==> src/sv/ptc_pkg.sv <==
// Shared types for the pressure/temperature compensation core.
// No dependencies; imported by ptc_muldiv and the top level.
package ptc_pkg;

  typedef struct packed {
    logic        action;
    logic [19:0] raw_sample;
  } in_item_t;

  typedef struct packed {
    logic               result_kind;
    logic signed [15:0] temperature_centi;
    logic [24:0]        pressure_q24_8;
    logic               divide_fault;
  } out_item_t;

  typedef enum logic {
    OP_MUL = 1'b0,
    OP_DIV = 1'b1
  } unit_op_e;

  // request to the shared multiply/divide unit
  typedef struct packed {
    logic     start;
    unit_op_e op;
  } unit_req_t;

  typedef enum logic [3:0] {
    ST_IDLE = 4'b0001,
    ST_STEP = 4'b0010,
    ST_WAIT = 4'b0100,
    ST_OUT  = 4'b1000
  } state_e;

endpackage

==> src/sv/ptc_muldiv.sv <==
// Shared 64-bit shift/add unit: serial multiply (mod 2^64) and signed
// restoring divide (truncating). Depends on ptc_pkg.
module ptc_muldiv (
  input  logic              clk_i,
  input  logic              rst_ni,
  input  ptc_pkg::unit_req_t req_i,
  input  logic [63:0]       a_i,
  input  logic [63:0]       b_i,
  output logic              done_o,
  output logic [63:0]       result_o
);
  import ptc_pkg::*;

  logic        busy_q, busy_d;
  unit_op_e    op_q, op_d;
  logic [63:0] a_q, a_d, b_q, b_d, acc_q, acc_d;
  logic [6:0]  cnt_q, cnt_d;
  logic        neg_q, neg_d;

  logic [64:0] add_x, add_y, sum;
  logic        cin;
  logic [63:0] sh;
  logic [63:0] mag_a, mag_b;

  assign sh    = {acc_q[62:0], a_q[63]};
  assign mag_a = a_i[63] ? (64'd0 - a_i) : a_i;
  assign mag_b = b_i[63] ? (64'd0 - b_i) : b_i;

  // the one adder
  always_comb begin
    if (op_q == OP_MUL) begin
      add_x = {1'b0, acc_q};
      add_y = {1'b0, a_q};
      cin   = 1'b0;
    end else begin
      add_x = {1'b0, sh};
      add_y = {1'b0, ~b_q};
      cin   = 1'b1;
    end
    sum = add_x + add_y + {64'd0, cin};
  end

  always_comb begin
    busy_d   = busy_q;
    op_d     = op_q;
    a_d      = a_q;
    b_d      = b_q;
    acc_d    = acc_q;
    cnt_d    = cnt_q;
    neg_d    = neg_q;
    done_o   = 1'b0;
    result_o = acc_q;
    if (!busy_q) begin
      if (req_i.start) begin
        busy_d = 1'b1;
        op_d   = req_i.op;
        acc_d  = 64'd0;
        cnt_d  = 7'd0;
        if (req_i.op == OP_MUL) begin
          a_d = a_i;
          b_d = b_i;
        end else begin
          a_d   = mag_a;
          b_d   = mag_b;
          neg_d = a_i[63] ^ b_i[63];
        end
      end
    end else if (op_q == OP_MUL) begin
      if (b_q == 64'd0) begin
        done_o = 1'b1;
        busy_d = 1'b0;
      end else begin
        if (b_q[0]) acc_d = sum[63:0];
        a_d = {a_q[62:0], 1'b0};
        b_d = {1'b0, b_q[63:1]};
      end
    end else begin
      if (cnt_q[6]) begin
        done_o   = 1'b1;
        busy_d   = 1'b0;
        result_o = neg_q ? (64'd0 - a_q) : a_q;
      end else begin
        // sum[64] set means no borrow: divisor fits
        if (sum[64]) acc_d = sum[63:0];
        else         acc_d = sh;
        a_d   = {a_q[62:0], sum[64]};
        cnt_d = cnt_q + 7'd1;
      end
    end
  end

  always_ff @(posedge clk_i or negedge rst_ni) begin
    if (!rst_ni) begin
      busy_q <= 1'b0;
      op_q   <= OP_MUL;
    end else begin
      busy_q <= busy_d;
      op_q   <= op_d;
    end
  end

  always_ff @(posedge clk_i) begin
    a_q   <= a_d;
    b_q   <= b_d;
    acc_q <= acc_d;
    cnt_q <= cnt_d;
    neg_q <= neg_d;
  end

endmodule

==> src/sv/pressure_temperature_compensation_core.sv <==
// Top level of the pressure/temperature compensation core.
// Depends on ptc_pkg and ptc_muldiv.
//
// Usage:
//  - Input channel (in_valid_i / in_stall_o / in_data_i): one request holds
//    an action bit (0 temperature, 1 pressure) and a 20-bit raw reading.
//  - Output channel (out_valid_o / out_stall_i / out_data_o): one result per
//    request. A temperature request updates the kept fine temperature.
//  - Config channel (cfg_valid_i / cfg_ready_o, always ready): index 0 temp
//    coefficients, 1 and 2 pressure coefficients, 3 P9. Write while idle.
// Timing: one request at a time; in_stall_o is high from acceptance until
//  the result is taken. All products go through one shared shift/add unit
//  taking one multiplier bit per cycle, which also does the restoring divide.
//  Temperature: 3 products. Pressure: 10 products and one divide; a zero
//  divisor ends after 6 products.
// Reset clears coefficients and the fine temperature to zero; no clearing
//  pass. While out_stall_i is high the result holds and no request is taken.
module pressure_temperature_compensation_core (
  input  logic               clk_i,
  input  logic               rst_ni,
  input  logic               in_valid_i,
  output logic               in_stall_o,
  input  ptc_pkg::in_item_t  in_data_i,
  output logic               out_valid_o,
  input  logic               out_stall_i,
  output ptc_pkg::out_item_t out_data_o,
  input  logic               cfg_valid_i,
  output logic               cfg_ready_o,
  input  logic [1:0]         cfg_index_i,
  input  logic [63:0]        cfg_data_i
);
  import ptc_pkg::*;

  localparam logic [1:0] RegTemp  = 2'd0;
  localparam logic [1:0] RegPLow  = 2'd1;
  localparam logic [1:0] RegPHigh = 2'd2;
  localparam logic [1:0] RegPNine = 2'd3;

  logic [47:0] tc_q;
  logic [63:0] pl_q, ph_q;
  logic [15:0] p9_q;
  logic [31:0] fine_q, fine_d;

  state_e      st_q, st_d;
  logic [3:0]  pc_q, pc_d;
  logic        kind_q, kind_d;
  logic [19:0] adc_q, adc_d;
  logic [63:0] v1_q, v1_d, v2_q, v2_d, sq_q, sq_d, x_q, x_d, p_q, p_d, prod_q, prod_d;
  out_item_t   out_q, out_d;

  unit_req_t   req;
  logic [63:0] op_a, op_b, unit_res;
  logic        unit_done;

  ptc_muldiv u_muldiv (
    .clk_i   (clk_i),
    .rst_ni  (rst_ni),
    .req_i   (req),
    .a_i     (op_a),
    .b_i     (op_b),
    .done_o  (unit_done),
    .result_o(unit_res)
  );

  function automatic logic [63:0] sx16(logic [15:0] v);
    return {{48{v[15]}}, v};
  endfunction

  function automatic logic [63:0] asr(logic [63:0] v, int unsigned s);
    return 64'($signed(v) >>> s);
  endfunction

  logic [63:0] t1, t2, t3, p1, p2, p3, p4, p5, p6, p7, p8, p9;
  assign t1 = {48'd0, tc_q[15:0]};
  assign t2 = sx16(tc_q[31:16]);
  assign t3 = sx16(tc_q[47:32]);
  assign p1 = {48'd0, pl_q[15:0]};
  assign p2 = sx16(pl_q[31:16]);
  assign p3 = sx16(pl_q[47:32]);
  assign p4 = sx16(pl_q[63:48]);
  assign p5 = sx16(ph_q[15:0]);
  assign p6 = sx16(ph_q[31:16]);
  assign p7 = sx16(ph_q[47:32]);
  assign p8 = sx16(ph_q[63:48]);
  assign p9 = sx16(p9_q);

  assign cfg_ready_o = 1'b1;
  assign in_stall_o  = (st_q != ST_IDLE);
  assign out_valid_o = (st_q == ST_OUT);
  assign out_data_o  = out_q;

  logic [63:0] adc64, fine64, tmp, tval, pval;
  logic [31:0] fine_new;
  assign adc64  = {44'd0, adc_q};
  assign fine64 = {{32{fine_q[31]}}, fine_q};

  always_comb begin
    st_d     = st_q;
    pc_d     = pc_q;
    kind_d   = kind_q;
    adc_d    = adc_q;
    fine_d   = fine_q;
    v1_d     = v1_q;
    v2_d     = v2_q;
    sq_d     = sq_q;
    x_d      = x_q;
    p_d      = p_q;
    prod_d   = prod_q;
    out_d    = out_q;
    req      = '{start: 1'b0, op: OP_MUL};
    op_a     = 64'd0;
    op_b     = 64'd0;
    tmp      = 64'd0;
    tval     = 64'd0;
    pval     = 64'd0;
    fine_new = 32'd0;
    unique case (st_q)
      ST_IDLE: begin
        if (in_valid_i) begin
          kind_d = in_data_i.action;
          adc_d  = in_data_i.raw_sample;
          v1_d   = fine64 - 64'd128000;
          pc_d   = 4'd0;
          st_d   = ST_STEP;
        end
      end
      ST_WAIT: begin
        if (unit_done) begin
          prod_d = unit_res;
          pc_d   = pc_q + 4'd1;
          st_d   = ST_STEP;
        end
      end
      ST_OUT: begin
        if (!out_stall_i) st_d = ST_IDLE;
      end
      ST_STEP: begin
        st_d      = ST_WAIT;
        req.start = 1'b1;
        if (!kind_q) begin
          unique case (pc_q)
            4'd0: begin
              op_a = {3'd0, adc64[63:3]} - {t1[62:0], 1'b0};
              op_b = t2;
            end
            4'd1: begin
              x_d  = asr(prod_q, 11);
              op_a = {4'd0, adc64[63:4]} - t1;
              op_b = op_a;
            end
            4'd2: begin
              op_a = asr(prod_q, 12);
              op_b = t3;
            end
            default: begin
              req.start = 1'b0;
              fine_new  = 32'(x_q + asr(prod_q, 14));
              fine_d    = fine_new;
              tmp       = {{32{fine_new[31]}}, fine_new};
              tval      = asr({tmp[61:0], 2'b00} + tmp + 64'd128, 8);
              if ($signed(tval) < -64'sd32768)     tval = 64'hFFFF_FFFF_FFFF_8000;
              else if ($signed(tval) > 64'sd32767) tval = 64'd32767;
              out_d.result_kind       = 1'b0;
              out_d.temperature_centi = tval[15:0];
              out_d.pressure_q24_8    = 25'd0;
              out_d.divide_fault      = 1'b0;
              st_d = ST_OUT;
            end
          endcase
        end else begin
          unique case (pc_q)
            4'd0: begin
              op_a = v1_q;
              op_b = v1_q;
            end
            4'd1: begin
              sq_d = prod_q;
              op_a = prod_q;
              op_b = p6;
            end
            4'd2: begin
              v2_d = prod_q;
              op_a = v1_q;
              op_b = p5;
            end
            4'd3: begin
              v2_d = v2_q + {prod_q[46:0], 17'd0} + {p4[28:0], 35'd0};
              op_a = sq_q;
              op_b = p3;
            end
            4'd4: begin
              x_d  = asr(prod_q, 8);
              op_a = v1_q;
              op_b = p2;
            end
            4'd5: begin
              tmp  = x_q + {prod_q[51:0], 12'd0};
              x_d  = tmp;
              op_a = (64'd1 << 47) + tmp;
              op_b = p1;
            end
            4'd6: begin
              tmp  = asr(prod_q, 33);
              v1_d = tmp;
              if (tmp == 64'd0) begin
                req.start = 1'b0;
                out_d.result_kind       = 1'b1;
                out_d.temperature_centi = 16'sd0;
                out_d.pressure_q24_8    = 25'd0;
                out_d.divide_fault      = 1'b1;
                st_d = ST_OUT;
              end else begin
                op_a = ((64'd1048576 - adc64) << 31) - v2_q;
                op_b = 64'd3125;
              end
            end
            4'd7: begin
              req.op = OP_DIV;
              op_a   = prod_q;
              op_b   = v1_q;
            end
            4'd8: begin
              p_d  = prod_q;
              op_a = asr(prod_q, 13);
              op_b = op_a;
            end
            4'd9: begin
              op_a = prod_q;
              op_b = p9;
            end
            4'd10: begin
              x_d  = asr(prod_q, 25);
              op_a = p8;
              op_b = p_q;
            end
            default: begin
              req.start = 1'b0;
              pval = asr(p_q + x_q + asr(prod_q, 19), 8) + {p7[59:0], 4'd0};
              if (pval[63])                   pval = 64'd0;
              else if (pval > 64'd33554431)   pval = 64'd33554431;
              out_d.result_kind       = 1'b1;
              out_d.temperature_centi = 16'sd0;
              out_d.pressure_q24_8    = pval[24:0];
              out_d.divide_fault      = 1'b0;
              st_d = ST_OUT;
            end
          endcase
        end
      end
      default: st_d = ST_IDLE;
    endcase
  end

  always_ff @(posedge clk_i or negedge rst_ni) begin
    if (!rst_ni) begin
      st_q   <= ST_IDLE;
      pc_q   <= 4'd0;
      fine_q <= 32'd0;
      tc_q   <= 48'd0;
      pl_q   <= 64'd0;
      ph_q   <= 64'd0;
      p9_q   <= 16'd0;
    end else begin
      st_q   <= st_d;
      pc_q   <= pc_d;
      fine_q <= fine_d;
      if (cfg_valid_i) begin
        unique case (cfg_index_i)
          RegTemp:  tc_q <= cfg_data_i[47:0];
          RegPLow:  pl_q <= cfg_data_i;
          RegPHigh: ph_q <= cfg_data_i;
          RegPNine: p9_q <= cfg_data_i[15:0];
          default:  ;
        endcase
      end
    end
  end

  always_ff @(posedge clk_i) begin
    kind_q <= kind_d;
    adc_q  <= adc_d;
    v1_q   <= v1_d;
    v2_q   <= v2_d;
    sq_q   <= sq_d;
    x_q    <= x_d;
    p_q    <= p_d;
    prod_q <= prod_d;
    out_q  <= out_d;
  end

endmodule

==> config.mk <==
export PLATFORM = sky130hd
export DESIGN_NAME = pressure_temperature_compensation_core
export DESIGN_NICKNAME = d
export VERILOG_FILES = /design/src/sv/ptc_pkg.sv /design/src/sv/ptc_muldiv.sv /design/src/sv/pressure_temperature_compensation_core.sv
export SDC_FILE = /design/constraint.sdc
export NUM_CORES = 2
export LEC_CHECK = 0
export BUFFER_PORTS_ARGS = -buffer_cell sky130_fd_sc_hd__buf_4
export CORE_MARGIN = 10
export CORE_UTILIZATION = 50
export DETAILED_ROUTE_END_ITERATION = 7
export GPL_TIMING_DRIVEN = 1
export HOLD_SLACK_MARGIN = 0.08
export MAX_ROUTING_LAYER = met4
export PLACE_DENSITY = 0.7
export SLEW_MARGIN = 40
export SYNTH_ARGS = -nofsm -noshare
export SYNTH_HDL_FRONTEND = slang
export SYNTH_SLANG_ARGS = --single-unit
==> constraint.sdc <==
create_clock -name clk_i -period 21.5 [get_ports clk_i]
set_input_delay 1.075 -clock clk_i [delete_from_list [all_inputs] [get_ports clk_i]]
set_output_delay 1.075 -clock clk_i [all_outputs]
set_load 0.01 [all_outputs]
==> results.txt <==
The slew at the pin closest to its max-slew limit came out at 0.991 ns. The total number of H-tree levels is 3. The register area share after synthesis came out at 0.361. The post-synthesis cell type count came out at 107. The final hold violation count came out at 0. The number of nets produced by synthesis came out at 8,016. The register bit total from synthesis is 851. The number of cells after detailed placement came out at ~9,000. Of the available clock period, the critical path in the final layout requires 0.455. The worst-case clock skew is 0.0413 ns. The maximum resistive drop on vdd came out at ~0.12 mV. The worst setup path is captured at a flop. The number of warnings issued by yosys is 0. The most critical setup path has its endpoint at out_data_o[22]. The number of setup violations in the final report came out at 0. The largest individual stage delay along the critical path comes from the cell a211oi_1. The cell leakage power came out at approximately 30 nW. The minimum setup slack in the final design came out at 11.72 ns. The tool flagged a number of max-cap violations equal to 0. Along the worst path, the maximum fanout reaches 25.

The worst setup path is launched from a flop. The area of the core is 134,000 um2. Subtracting the final worst setup slack from the clock period gives approximately 9.8 ns. The checks that failed: DRC. Setup slack on the worst reg-to-reg path comes out at 11.72 ns. The starting utilization of the core area is 0.505. The number of flops mapped to enable cells by yosys came out at 617. The number of search-and-repair iterations in the first detailed-routing pass came out at 8. The run finished, with violations left. The number of gates resized after CTS was 0.

The largest incremental delay on the critical path is 0.70 ns. In the synthesized netlist the async set-or-reset flop fraction comes to 0.275. The number of buffers and inverters on the critical path is 5.

By area the synthesized netlist is led by edfxtp_1, dfrtp_1, ha_1. The area growth from synthesis to layout is 10.4%. The startpoint identified for the worst register-to-register timing path is prod_q[22]. The critical path runs through a total of 34 cells. Entering global routing, the biggest net connects 113 pins. Setup repair after global routing left no endpoint under its margin. Dividing total power by cell area gives a power density of 111 nW/um2.

For this design the top-level I/O count stands at 138. OpenSTA, run right after detailed placement, puts the worst setup slack at 11.83 ns. Measured along the x axis, the die boundary spans slightly below 400 um. The non-filler instance count after layout came out at 9,252.

The total setup buffers inserted after CTS is 0. The CTS buffer count is 102. The final weighted congestion in routability-driven placement is 1.07. The post-synthesis cell area came out at 67,600 um2.

The clock latency reported for the late side of the worst-skew pair came out at 0.76 ns. The site row count came out at 134. The total DRC errors in the routed layout is 18. The total number of vias is about 64,000. The average instance area after synthesis is 9.14 um2.

The worst setup path category is reg -> reg. After the first detailed-routing iteration, the DRC count stood at 10,655. The post-place instance area is slightly above 70,000 um2.

The critical path data required time came out at roughly 22 ns. The die covers 150,000 um2. The count of nets left with antenna violations after detail routing is 0. For this run, the leading register cell type out of synthesis is edfxtp_1. Summing all non-filler instances in the final layout gives an area of 74,600 um2.

The routed wire length came out at a little over 300 mm. The critical path starts at prod_q[22]. After detailed routing, the average wire length per cell comes to 32.6 um. The worst path arrival time came out at about 10 ns.

The count of final max-slew check failures came out at 0. The depth of the worst register-to-register path is 34. The root buffer cell is clkbuf_16. By count the netlist is led by nand2_1, a21oi_1, edfxtp_1. In the final layout, the share of cells above drive strength 1 is 0.125. The die boundary height is between 300 and 400 um. The largest buffer count on any clock path came out at 3. The post-synthesis cell count is between 7,000 and 8,000. The timing-limited maximum frequency is 102 MHz.

The path class of the tightest hold or removal check is in -> async. The number of global-route vias before repair is 58,778. The number of clock sinks came out at between 800 and 900. TritonCTS built the clock tree. The vias per cell came out at roughly 6.9. The area share of the largest cell type after synthesis came out at 0.274. The count of input and output buffers is 136. The final-layout worst hold slack came out at between 0.2 and 0.25 ns.

Yosys instantiated no cell more often than nand2_1. The global-route wire length before repair came out at about 430 mm. In the final timing run, aggregate negative setup slack is 0 ns. After legalization and detailed placement, the total HPWL measured about 230 mm. The capture point of the worst reg-to-reg path is out_data_o[22]. Broken down by cell family, the worst path's largest delay share belongs to compound AO/OA/AOI/OAI gates. The initial antenna violation count came out at 26.

The worst slew margin relative to its limit came out at 0.338. At the end of the flow, the number of nets in the layout was 8,000. The total of hold buffers inserted after clock tree synthesis came out at 0.

The clock-pin slew reported for the worst setup and hold paths after clock tree synthesis is 0.07 ns. The fill cell total of the finished layout came out at roughly 12,000. The synthesized design spends more area on one cell type than any other, namely edfxtp_1. Global routing finished with a remaining overflow of 0. The total global routing track utilization came out at 0.394.
per-stage QoR:
step,util,power [mW]
after global placement,0.528,6.16
after CTS,0.557,8.11
final,0.558,8.28
after floorplan,-,4.99
after global routing,0.558,8.62
after detailed placement,0.530,6.23
cell type report:
cell class                      count  area (um2)  share of cell area
Multi-Input combinational cell   5884       41100               0.550
Sequential cell                   851       24400               0.327
Clock buffer                      122        2760              0.0370
Timing Repair Buffer              327        2530              0.0339
Tap cell                         1768        2210              0.0296
Clock inverter                     70         808              0.0108
Inverter                          213         800              0.0107
Antenna cell                       17        42.5            0.000570
where the power goes:
part	switching [mW]	total (mW)	internal, mW	leakage, nW
clock	0.806	1.89	1.08	1.73
combinational	2.34	3.67	1.33	19.3
sequential	0.432	2.72	2.29	8.68
logic make-up (layout without fill, tap and decap cells):
| family | after synthesis | count (layout) | share of synthesized area |
|---|---|---|---|
| other | 1 | 18 | 0.0000555 |
| AOI/OAI and AO/OA | 2412 | 2412 | 0.227 |
| adders and majority gates | 529 | 529 | 0.109 |
| xor gates and xnor gates | 515 | 515 | 0.0667 |
| DFF | 851 | 851 | 0.361 |
| buffers and inverters | 660 | 732 | 0.0373 |
| muxes | 299 | 299 | 0.0495 |
| and+or+nand+nor | 2128 | 2128 | 0.150 |
worst min-delay path by stage:
| stage | from | end | slack (ns) | depth (start not counted) |
|---|---|---|---|---|
| floorplan | kind_q | out_data_o[42] | 0.44 | 0 |
| global placement | fine_q[7] | fine_q[7] | 0.46 | 2 |
| detailed placement | fine_q[7] | fine_q[7] | 0.48 | 2 |
| CTS | rst_ni | pl_q[2] | 0.22 | 1 |
| global route | rst_ni | st_q[1] | 0.24 | 1 |
| finish | rst_ni | ph_q[63] | 0.22 | 1 |
registers in the layout (all words and copies together) (netlist names), 48 cells and up:
signal	count
p_q	64
ph_q	64
pl_q	64
prod_q	64
sq_q	64
u_muldiv.a_q	64
u_muldiv.acc_q	64
u_muldiv.b_q	64
v2_q	64
x_q	64
tc_q	48
per-layer routing:
layer,vias up,wire [um],global-route usage
met4,0,17300,0.182
met1,30866,120000,0.523
met2,4468,122000,0.542
met3,874,42800,0.127
li1,27562,-,-
met5,-,0,-
cell usage in the layout, fill, tap and decap left out, drive strengths merged, types with 141 or more instances in the layout:
cell,count
nand2,756
a21oi,699
edfxtp,617
o21ai,588
nor2,544
ha,432
buf,324
mux2,282
xnor2,278
xor2,237
dfrtp,233
inv,220
a21o,204
nand3,141
(Power assumes the default switching activity.)
